==> config.mk <==
export PLATFORM = sky130hd
export DESIGN_NAME = etfs_ctrl
export DESIGN_NICKNAME = d
export VERILOG_FILES = /design/src/rtl/etfs_pkg.sv /design/src/rtl/etfs_ctrl.sv
export SDC_FILE = /design/constraint.sdc
export NUM_CORES = 1
export LEC_CHECK = 0
export ABC_AREA = 1
export BUFFER_PORTS_ARGS = -buffer_cell sky130_fd_sc_hd__buf_2
export CORE_MARGIN = 3
export CORE_UTILIZATION = 29
export CTS_CLUSTER_DIAMETER = 60
export DETAILED_ROUTE_END_ITERATION = 6
export GPL_TIMING_DRIVEN = 0
export PLACE_DENSITY_LB_ADDON = 0.25
export SYNTH_ARGS = -nofsm -noshare
export SYNTH_HDL_FRONTEND = slang
export SYNTH_SLANG_ARGS = --single-unit
==> constraint.sdc <==
create_clock -name i_clk -period 3.4 [get_ports i_clk]
set_input_delay 0.68 -clock i_clk [delete_from_list [all_inputs] [get_ports i_clk]]
set_output_delay 0.68 -clock i_clk [all_outputs]
set_load 0.005 [all_outputs]
==> src/rtl/etfs_pkg.sv <==
//==============================================================================
// etfs_pkg
// Shared types, constants and the log2 fraction table for the fractal block.
//==============================================================================
`default_nettype none

package etfs_pkg;

    localparam int COORD_WIDTH    = 32;
    localparam int FRAC_BITS      = 28;
    localparam int ITER_WIDTH     = 16;
    localparam int LOG_TABLE_BITS = 8;
    localparam int ZW             = 64;
    localparam int SV_WIDTH       = 17;
    localparam int CFG_IDX_WIDTH  = 2;
    localparam int CFG_DATA_WIDTH = 32;
    localparam int POS_WIDTH      = 6;
    localparam int SMOOTH_WIDTH   = ITER_WIDTH + 17;

    localparam logic [CFG_IDX_WIDTH-1:0] REG_MODE  = 2'd0;
    localparam logic [CFG_IDX_WIDTH-1:0] REG_CRE   = 2'd1;
    localparam logic [CFG_IDX_WIDTH-1:0] REG_CIM   = 2'd2;
    localparam logic [CFG_IDX_WIDTH-1:0] REG_LIMIT = 2'd3;

    localparam logic [ITER_WIDTH-1:0] LIMIT_RESET = ITER_WIDTH'(256);
    localparam logic [SV_WIDTH-1:0]   Q16_ONE     = SV_WIDTH'(65536);

    typedef struct packed {
        logic signed [COORD_WIDTH-1:0] point_x;
        logic signed [COORD_WIDTH-1:0] point_y;
    } t_in_item;

    typedef struct packed {
        logic [SV_WIDTH-1:0]   smooth_value;
        logic [ITER_WIDTH-1:0] iteration_count;
        logic                  escaped;
    } t_out_item;

    typedef enum logic [3:0] {
        ST_IDLE, ST_MUL_A, ST_MUL_B, ST_MUL_C, ST_CHECK, ST_UPDATE,
        ST_LOG1, ST_LOG2, ST_SMOOTH, ST_DIV, ST_DONE
    } t_state;

    // Controller to datapath.
    typedef struct packed {
        logic load;
        logic mul_start;
        logic [1:0] mul_sel;
        logic update;
        logic log1;
        logic log2;
        logic smooth;
        logic div_start;
        logic div_step;
    } t_cmd;

    // Datapath to controller.
    typedef struct packed {
        logic mul_done;
        logic escape;
        logic at_limit;
        logic div_done;
    } t_status;

    localparam logic [1:0] MUL_XX = 2'd0;
    localparam logic [1:0] MUL_YY = 2'd1;
    localparam logic [1:0] MUL_XY = 2'd2;

    // log2(1 + i/2^LOG_TABLE_BITS) in Q16, truncated, by bitwise squaring.
    function automatic logic [15:0] log_rom(input logic [LOG_TABLE_BITS-1:0] i);
        logic [63:0] x;
        logic [15:0] r;
        x = (64'd1 << 30) + (64'(i) << (30 - LOG_TABLE_BITS));
        r = '0;
        for (int k = 0; k < 16; k++) begin
            x = (x * x) >> 30;
            r = {r[14:0], 1'b0};
            if (x >= (64'd2 << 30)) begin
                x = x >> 1;
                r[0] = 1'b1;
            end
        end
        return r;
    endfunction

    typedef logic [15:0] t_log_table [2**LOG_TABLE_BITS];

    function automatic t_log_table build_log_table();
        t_log_table tbl;
        for (int i = 0; i < 2**LOG_TABLE_BITS; i++) begin
            tbl[i] = log_rom(LOG_TABLE_BITS'(i));
        end
        return tbl;
    endfunction

    // The fraction table is fixed at elaboration.
    localparam t_log_table LOG_TABLE = build_log_table();

endpackage

`default_nettype wire

==> src/rtl/etfs_ctrl.sv <==
//==============================================================================
// etfs_ctrl
// Sequencer: start, the iteration loop, the two logarithms and the divide.
//==============================================================================
`default_nettype none

module etfs_ctrl (
    input  wire                   i_clk,
    input  wire                   i_rst_n,
    input  wire                   i_start,
    input  etfs_pkg::t_status     i_status,
    output etfs_pkg::t_cmd        o_cmd,
    output logic                  o_busy,
    output logic                  o_done
);
    import etfs_pkg::*;

    t_state r_state, n_state;

    always_ff @(posedge i_clk) begin
        if (!i_rst_n) begin
            r_state <= ST_IDLE;
        end else begin
            r_state <= n_state;
        end
    end

    always_comb begin
        n_state = r_state;
        o_cmd   = '0;
        o_busy  = 1'b1;
        o_done  = 1'b0;
        case (r_state)
            ST_IDLE: begin
                o_busy = 1'b0;
                if (i_start) begin
                    o_cmd.load = 1'b1;
                    n_state    = ST_MUL_A;
                end
            end
            ST_MUL_A: begin
                o_cmd.mul_start = 1'b1;
                o_cmd.mul_sel   = MUL_XX;
                n_state         = ST_MUL_B;
            end
            ST_MUL_B: begin
                o_cmd.mul_sel = MUL_XX;
                if (i_status.mul_done) begin
                    o_cmd.mul_start = 1'b1;
                    o_cmd.mul_sel   = MUL_YY;
                    n_state         = ST_MUL_C;
                end
            end
            ST_MUL_C: begin
                o_cmd.mul_sel = MUL_YY;
                if (i_status.mul_done) begin
                    n_state = ST_CHECK;
                end
            end
            ST_CHECK: begin
                if (i_status.escape) begin
                    n_state = ST_LOG1;
                end else if (i_status.at_limit) begin
                    n_state = ST_DONE;
                end else begin
                    o_cmd.mul_start = 1'b1;
                    o_cmd.mul_sel   = MUL_XY;
                    n_state         = ST_UPDATE;
                end
            end
            ST_UPDATE: begin
                o_cmd.mul_sel = MUL_XY;
                if (i_status.mul_done) begin
                    o_cmd.update = 1'b1;
                    n_state      = ST_MUL_A;
                end
            end
            ST_LOG1: begin
                o_cmd.log1 = 1'b1;
                n_state    = ST_LOG2;
            end
            ST_LOG2: begin
                o_cmd.log2 = 1'b1;
                n_state    = ST_SMOOTH;
            end
            ST_SMOOTH: begin
                o_cmd.smooth    = 1'b1;
                o_cmd.div_start = 1'b1;
                n_state         = ST_DIV;
            end
            ST_DIV: begin
                o_cmd.div_step = 1'b1;
                if (i_status.div_done) begin
                    n_state = ST_DONE;
                end
            end
            ST_DONE: begin
                o_done  = 1'b1;
                n_state = ST_IDLE;
            end
            default: begin
                n_state = ST_IDLE;
            end
        endcase
    end

`ifndef SYNTHESIS
    a_done_then_idle: assert property (@(posedge i_clk) disable iff (!i_rst_n)
        o_done |=> !o_busy) else $error("done not followed by idle");
    a_load_only_idle: assert property (@(posedge i_clk) disable iff (!i_rst_n)
        o_cmd.load |-> !o_busy) else $error("load while busy");
    a_update_after_mul: assert property (@(posedge i_clk) disable iff (!i_rst_n)
        o_cmd.update |-> i_status.mul_done) else $error("update without product");
`endif

endmodule

`default_nettype wire

==> impl_metrics.toml, run 1 <==
[outcome]
status = "complete, no violations"

[floorplan]
die-width_microns = 43.9
die_h_microns = 43.9
initial_utilization_pct = 31.6
num_io_pins = 19
core_sq_um = 1320
die_area_sq_um = 1930
core.rowCount = 13

[routing]
detail_route.wl_per_cell_microns = 9.54
postRouteAntennaNets = 0
wirelength_microns = 1080
drt_first_pass_iters = 3
drc_errors = 0
drtIter0Drc = 11
vias_per_cell = 4.58
num_vias = 517

[timing]
worst_pin_slew_ns = 0.285
slew_viol_final = 0
fmax_mhz = 478
rsz0062_at_grt = "no"
hold_viol_final = 0
relSlewSlack_pct = 80.9
skew_ns = 0.00145
min_period_ns = 2.09
fin_crit_sh_pct = 61.6
final-setup-viol-count = 0
fin_tns_setup_ns = 0

[worst_setup_path]
cp.required_ns = 2.72
worstPathMaxFanout = 6
crit-reg2reg-launch = "r_state[1]$_SDFFE_PN0P_"
cp.arrival_ns = 1.41
cp-startpoint = "r_state[1]$_SDFFE_PN0P_"
crit_path_end_kind = "output pin"
critPathKind = "reg2out"
cp-start-kind = "flop"

[clock_tree]
ctsHoldBuffers = 0
cts.clk_slew.worst_paths_ns = 0.04
cts_root_buf = "clkbuf_4"
clk_latency_ns = 0.23
cts_resized = 0
h-tree-depth = 1
cts_tree = "done"
cts_setup_buffers = 0
clock_sinks = 4
cts_buffers = 3
clockBufferDepth = 2

[grt]
grt_start_max_net_pins = 7
antenna_found_initial = 0
grt_first_pass_wirelength_microns = 1840
grt_remaining_overflow = 0
grt_pass1_vias = 465
grt_usage_pct = 12.5

[synthesis]
synth_seq_cells = 4
synthCells = 77
netlist_area_sq_um = 417
synth.net_count = 84
ys_warn_count = 0
yosysSeqAreaShare_pct = 19.2
avgSynthCellArea_sq_um = 5.41
synth_cell_types = 15

[place]
place_congestion = 0.826
post_dp_cell_area_sq_um = 526
port_buffers = 18
hpwl_microns = 898

[worst_hold_path]
worst_hold_path_type = "reg2reg"
hold_start = "r_state[2]$_SDFFE_PN0P_"

[final_layout]
largest_reg_flops = 4
reg_top3 = "r_state x4"
drive_gt1_share_pct = 34.7
syn2layout_area_growth_pct = 31.5
design_area_sq_um = 548
finish.utilization_pct = 41.6
nets = 107
num_antenna_cells = 0
regMostFlops = "r_state"

[run]
maxCapViolCount = 0

[power_and_ir_drop]
ir_worst_vdd_mv = 0.242
pwr_density_cell_nw_per_um2 = 646
p_leak_uw = 0.000327
==> synthesized netlist by cell type <==
master / number / share of area [%]
a21oi_1: 4 / 4.8
buf_4: 1 / 1.8
dfxtp_1: 4 / 19
inv_1: 12 / 11
inv_2: 4 / 3.6
nand2_1: 17 / 15
nand2_2: 3 / 4.5
nand3_1: 13 / 16
nand3b_1: 1 / 1.8
nor2_1: 8 / 7.2
nor2_2: 4 / 6.0
nor2_4: 1 / 2.7
nor3_1: 3 / 3.6
o211ai_1: 1 / 1.8
o21ai_0: 1 / 1.2
==> layout make-up <==
| class | instances | area [sq um] |
|---|---|---|
| Fill cell | 157 | 769 |
| Multi-Input combinational cell | 56 | 269 |
| Timing Repair Buffer | 18 | 90.1 |
| Sequential cell | 4 | 80.1 |
| Inverter | 16 | 60.1 |
| Clock buffer | 3 | 22.5 |
| Tap cell | 15 | 18.8 |
| Buffer | 1 | 7.51 |
==> where the power goes <==
group | internal, uW | switching, uW
Sequential | 60.1 | 25.6
Clock | 39.4 | 18.0
Combinational | 83.6 | 127
==> layout by cell type (no fill, tap or decap) <==
cell type,count
buf_2,18
nand2_1,17
nand3_1,13
inv_1,12
nor2_1,8
inv_2,4
nor2_2,4
a21oi_1,4
dfxtp_1,4
nor3_1,3
nand2_2,3
clkbuf_4,3
nor2_4,1
o211ai_1,1
o21ai_0,1
nand3b_1,1
buf_4,1
==> path summary, 6_finish.rpt <==
kind                                   to  slack (ns)  cells past startpoint
setup / recovery                 o_cmd[8]        1.31                      6
hold / removal    r_state[2]$_SDFFE_PN0P_        0.67                      4
setup reg to reg  r_state[0]$_SDFFE_PN0P_        2.15                      7
hold reg to reg   r_state[2]$_SDFFE_PN0P_        0.67                      4
==> stage by stage <==
| step | instances | setup WS [ns] | hold slack (ns) | power (uW) |
|---|---|---|---|---|
| final | 113 | 1.31 | 0.675 | 354 |
| after CTS | 113 | 1.30 | 0.668 | 357 |
| after detailed placement | 110 | 1.44 | 0.659 | 297 |
| after global placement | 110 | 1.45 | 0.657 | 300 |
| after global routing | 113 | 1.20 | 0.699 | 392 |
| after floorplan | 77 | 1.75 | 0.608 | 236 |
==> worst max-delay path, cell delays in order, from the launching register on <==
cell and delay [ns]:
dfxtp_1 0.38, inv_2 0.13, nand2_1 0.10, nor2_2 0.15, nand3_1 0.17, o211ai_1 0.12
buf_2 0.14
==> cell families (layout without fill, tap and decap cells) <==
| logic type | after synthesis | after routing | share of synthesized area (%) |
|---|---|---|---|
| simple gates | 50 | 50 | 56.8 |
| buf+inv | 17 | 38 | 16.2 |
| compound gates | 6 | 6 | 7.81 |
| flops | 4 | 4 | 19.2 |
==> metal layers <==
| metal | share of wire, % | track usage (%) | vias up | wire length (microns) |
|---|---|---|---|---|
| met5 | 0 | 0 | - | 0 |
| met3 | 4.8 | 3.73 | 0 | 52 |
| met2 | 47 | 20.1 | 14 | 502 |
| met1 | 49 | 16.0 | 220 | 523 |
| li1 | - | - | 283 | - |
| met4 | 0 | 3.61 | 0 | 0 |
No activity file was read; power rests on OpenSTA's default activity.
==> run 2, diff against run 1 <==
==> constraint.sdc (replaced) <==
create_clock -name i_clk -period 1.8 [get_ports i_clk]
set_input_delay 0.36 -clock i_clk [delete_from_list [all_inputs] [get_ports i_clk]]
set_output_delay 0.36 -clock i_clk [all_outputs]
set_load 0.005 [all_outputs]
==> impl_metrics.toml, run 2 (synthesis results as in run 1) <==
[final_layout]
regMostFlops = "r_state"
final_common_cell = "buf_2"
syn2layout_area_growth_pct = 33.9
largest_reg_flops = 4
drive_gt1_share_pct = 35.7
layout_common_cells = "buf_2, nand2_1, nand3_1, inv_1, nor2_1"
finish.utilization_pct = 42.4
reg_top3 = "r_state x4"
num_antenna_cells = 0
nets = 107

[worst_setup_path]
worstPathMaxFanout = 6
r2r_cells = 5
crit_path_end_kind = "output pin"
cp-start-kind = "flop"
r2r_slack_ns = 0.52
crit-reg2reg-launch = "r_state[1]$_SDFFE_PN0P_"
cp.required_ns = 1.44
max_stage_delay_ns = 0.38
timing.rr.end = "r_state[3]$_SDFFE_PN0P_"
critPathKind = "reg2out"
slowest_stage = "dfxtp_1"
cp.arrival_ns = 1.34
cp_cell_sequence = "inv_2 > nand2_1 > nor2_4 > nand3_2 > o211ai_1 > buf_2"

[timing]
min_period_ns = 1.70
fin_tns_setup_ns = 0
worst_pin_slew_ns = 0.285
rsz0062_at_grt = "no"
slew_viol_final = 0
fmax_mhz = 588
hold_viol_final = 0
final-setup-viol-count = 0
fin_crit_sh_pct = 94.5
skew_ns = 0.00209
relSlewSlack_pct = 81.0

[floorplan]
core.rowCount = 13
num_io_pins = 19
die-width_microns = 43.9
die_h_microns = 43.9
initial_utilization_pct = 31.6
core_sq_um = 1320
die_area_sq_um = 1930

[grt]
grt_pass1_vias = 465
grt_usage_pct = 12.5
grt_first_pass_wirelength_microns = 1840
antenna_found_initial = 0
grt_start_max_net_pins = 7
grt_remaining_overflow = 0

[worst_hold_path]
holdPathEnd = "r_state[0]$_SDFFE_PN0P_"
hold_depth = 3
hold_start = "i_rst_n"
worst_hold_path_type = "in2reg"

[clock_tree]
cts_buffers = 3
cts.clk_slew.worst_paths_ns = 0.04
cts_root_buf = "clkbuf_4"
ctsHoldBuffers = 0
h-tree-depth = 1
cts_setup_buffers = 0
cts_resized = 0
clockBufferDepth = 2
cts_tree = "done"
clk_latency_ns = 0.23
clock_sinks = 4

[routing]
postRouteAntennaNets = 0
num_vias = 528
drtIter0Drc = 13
detail_route.wl_per_cell_microns = 9.81
wirelength_microns = 1110
vias_per_cell = 4.67
drt_first_pass_iters = 4
drc_errors = 0

[power_and_ir_drop]
p_leak_uw = 0.000327
pwr_density_cell_nw_per_um2 = 1220
fin_total_pwr_uw = 679
ir_worst_vdd_mv = 0.469

[place]
hpwl_microns = 898
port_buffers = 18
place_congestion = 0.826

[run]
maxCapViolCount = 0

[outcome]
status = "complete, no violations"
[run 2: metrics by stage]
step	area [sq um]	hold WS [ns]	instances	setup WS, ns
after floorplan	417	0.480	77	0.518
after global placement	526	0.596	110	0.264
final	558	0.365	113	0.0990
after global routing	558	0.379	113	0.00194
after detailed placement	526	0.601	110	0.276
after CTS	548	0.356	113	0.0181
[run 2: how the worst max path moves through the flow]
| stage | startpoint | endpoint | slack [ns] | depth (start not counted) |
|---|---|---|---|---|
| 6_report | r_state[1]$_SDFFE_PN0P_ | o_cmd[8] | 0.1 | 6 |
| 5_1_grt | r_state[3]$_SDFFE_PN0P_ | o_cmd[2] | 0.002 | 6 |
| 4_1_cts | r_state[0]$_SDFFE_PN0P_ | o_cmd[8] | 0.02 | 6 |
| 3_5_place_dp | r_state[0]$_SDFFE_PN0P_ | o_cmd[8] | 0.28 | 6 |
| 3_3_place_gp | r_state[1]$_SDFFE_PN0P_ | o_cmd[8] | 0.26 | 6 |
| 2_1_floorplan | r_state[3]$_SDFFE_PN0P_ | o_cmd[2] | 0.52 | 5 |
[run 2: where the power goes]
part | leakage, uW | internal [uW] | switching (uW)
Combinational | 0.000281 | 159 | 250
Clock | 0.0000138 | 74.4 | 33.2
Sequential | 0.0000327 | 114 | 48.6
[run 2: layout make-up]
cell class | instances | area (sq um)
clock buffer | 3 | 22.5
sequential | 4 | 80.1
fill | 157 | 759
timing repair buffer | 18 | 90.1
tap | 15 | 18.8
multi-input combinational | 56 | 279
inverter | 16 | 60.1
buffer | 1 | 7.51
[run 2: worst max-delay path, delay by kind of cell, from the launching register on]
family                 cells  cell delay (ns)
DFF                        1             0.38
and+or+nand+nor            3             0.37
buffers and inverters      2             0.27
AOI/OAI and AO/OA          1             0.09
[run 2: layer usage]
| layer | part of all wire, % | global-route usage [%] | routed length [microns] | up-vias |
|---|---|---|---|---|
| li1 | - | - | - | 283 |
| met1 | 48 | 16.0 | 536 | 229 |
| met2 | 47 | 20.1 | 519 | 16 |
| met3 | 4.8 | 3.73 | 53 | 0 |
| met4 | 0 | 3.61 | 0 | 0 |
| met5 | 0 | 0 | 0 | - |
==> run 3, diff against run 2 <==
--- a/config.mk
+++ b/config.mk
@@ -13,6 +13,7 @@
 export DETAILED_ROUTE_END_ITERATION = 6
 export GPL_TIMING_DRIVEN = 0
 export PLACE_DENSITY_LB_ADDON = 0.25
+export SKIP_LAST_GASP = 1
 export SYNTH_ARGS = -nofsm -noshare
 export SYNTH_HDL_FRONTEND = slang
 export SYNTH_SLANG_ARGS = --single-unit
==> constraint.sdc (replaced) <==
create_clock -name i_clk -period 1.6 [get_ports i_clk]
set_input_delay 0.32 -clock i_clk [delete_from_list [all_inputs] [get_ports i_clk]]
set_output_delay 0.32 -clock i_clk [all_outputs]
set_load 0.005 [all_outputs]
==> impl_metrics.toml, run 3 (synthesis results as in run 1) <==
[clock_tree]
clockBufferDepth = 2
cts_root_buf = "clkbuf_4"
clock_sinks = 4
cts.clk_slew.worst_paths_ns = 0.04
cts_tree = "done"
h-tree-depth = 1
clk_latency_ns = 0.23
cts_buffers = 3

[worst_setup_path]
worstPathMaxFanout = 6
max_stage_delay_ns = 0.35
slowest_stage = "dfxtp_2"
cp.required_ns = 1.28
critPathKind = "reg2out"
cp-startpoint = "r_state[1]$_SDFFE_PN0P_"
crit_path_end_kind = "output pin"
endpoint = "o_cmd[8]"
cp_cell_sequence = "inv_2 > nand2_2 > nor2_4 > nand3_2 > o211ai_1 > buf_2"
crit-reg2reg-launch = "r_state[0]$_SDFFE_PN0P_"
cp.arrival_ns = 1.24
critical_path.top_delay_family = "flip-flops"
r2r_slack_ns = 0.44
timing.rr.end = "r_state[0]$_SDFFE_PN0P_"
cp-start-kind = "flop"
path_buf_inv = 2
cp.depth = 6
r2r_cells = 9

[final_layout]
layout_common_cells = "buf_2, nand2_1, nand3_1, inv_1, nor2_1"
num_antenna_cells = 0
final_common_cell = "buf_2"
nets = 110
largest_reg_flops = 4
nFillCells = 153
reg_top3 = "r_state x4"
syn2layout_area_growth_pct = 43.5
design_area_sq_um = 598
regMostFlops = "r_state"
drive_gt1_share_pct = 44.6

[grt]
antenna_found_initial = 0
grt_usage_pct = 13.0
grt_pass1_vias = 487
grt_start_max_net_pins = 7
grt_remaining_overflow = 0
grt_first_pass_wirelength_microns = 1910

[timing]
min_period_ns = 1.56
skew_ns = 0.00316
rsz0062_at_grt = "yes"
worst_pin_slew_ns = 0.226
slew_viol_final = 0
setup_ws_ns = 0.0376
relSlewSlack_pct = 84.9
hold_viol_final = 0
fmax_mhz = 640
fin_crit_sh_pct = 97.6
final-setup-viol-count = 0

[routing]
drt_first_pass_iters = 3
num_vias = 540
detail_route.wl_per_cell_microns = 9.72
drtIter0Drc = 8
wirelength_microns = 1130
drc_errors = 0
vias_per_cell = 4.66
postRouteAntennaNets = 0

[floorplan]
num_io_pins = 19
core_sq_um = 1320
die_area_sq_um = 1930
die-width_microns = 43.9
die_h_microns = 43.9
core.rowCount = 13
initial_utilization_pct = 31.6

[place]
place_congestion = 0.826
dp_slack_ns = 0.116
port_buffers = 18
post_dp_cell_area_sq_um = 526
hpwl_microns = 898

[power_and_ir_drop]
ir_worst_vdd_mv = 0.531
seqPwrFrac_pct = 23.0
switchingPower_uw = 395
pwr_density_cell_nw_per_um2 = 1400
clockPowerShare_pct = 14.3
p_leak_uw = 0.000342
comb_power_share_pct = 62.6
cell_internal_pwr_uw = 443
swShare_pct = 47.2

[run]
maxCapViolCount = 0

[worst_hold_path]
hold_depth = 3
worst_hold_path_type = "in2reg"

[outcome]
status = "complete, no violations"
run 3: final cells by class:
type                    instances  area [sq um]  share of cell area, %
plain buffers                   1          7.51                   1.26
repair buffers                 21           113                   18.8
flip-flops and latches          4          85.1                   14.2
well taps                      15          18.8                   3.14
clock buffers                   3          22.5                   3.77
multi-input cells              56           289                   48.3
inverters                      16          62.6                   10.5
run 3: per-layer routing:
metal  part of all wire, %  GRT usage, %  vias to the layer above
met4                     0          3.61                        0
met5                     0             0                        -
met1                    47          16.3                      234
li1                      -             -                      294
met2                    49          21.5                       12
met3                   4.4          3.73                        0
run 3: worst register-to-register path, stage by stage, from the launching register on:
cell and delay, ns:
dfxtp_2 0.40, inv_4 0.07, nor2_4 0.13, nand2_2 0.09, nand2_1 0.08, nand2_2 0.07, nand2_2 0.08, nand2_1 0.05
nand2_1 0.05, nor2_1 0.03
run 3: metrics by stage:
| stage | util [%] | setup TNS [ns] | cells | hold WS (ns) | power (uW) |
|---|---|---|---|---|---|
| global route | 45.4 | -0.0754 | 116 | 0.332 | 926 |
| detailed placement | 39.9 | 0 | 110 | 0.561 | 631 |
| CTS | 44.3 | -0.0272 | 116 | 0.309 | 821 |
| finish | 45.4 | 0 | 116 | 0.318 | 837 |
| floorplan | - | 0 | 77 | 0.440 | 503 |
| global placement | 39.9 | 0 | 110 | 0.556 | 638 |
run 3: repair_timing:
| item | 4_1_cts | 5_1_grt |
|---|---|---|
| hold buffers | 0 | 0 |
| cloned | 0 | 0 |
| pin swaps | 0 | 0 |
| setup buffers | 3 | 0 |
| setup endpoints to repair | 3 | 6 |
| gates resized for setup | 5 | 5 |
run 3: how the worst min path moves through the flow:
stage / from / slack, ns / endpoint
2_1_floorplan: i_rst_n / 0.44 / r_state[0]$_SDFFE_PN0P_
5_1_grt: i_rst_n / 0.33 / r_state[0]$_SDFFE_PN0P_
4_1_cts: i_rst_n / 0.31 / r_state[0]$_SDFFE_PN0P_
3_3_place_gp: i_rst_n / 0.56 / r_state[0]$_SDFFE_PN0P_
6_report: i_rst_n / 0.32 / r_state[0]$_SDFFE_PN0P_
3_5_place_dp: i_rst_n / 0.56 / r_state[0]$_SDFFE_PN0P_
run 3: power by group through the flow:
stage	combinational (uW)	sequential, uW	clock, uW
floorplan	331	171	0
global placement	452	186	0
detailed placement	448	184	0
CTS	507	188	125
global route	589	199	137
finish	525	193	120
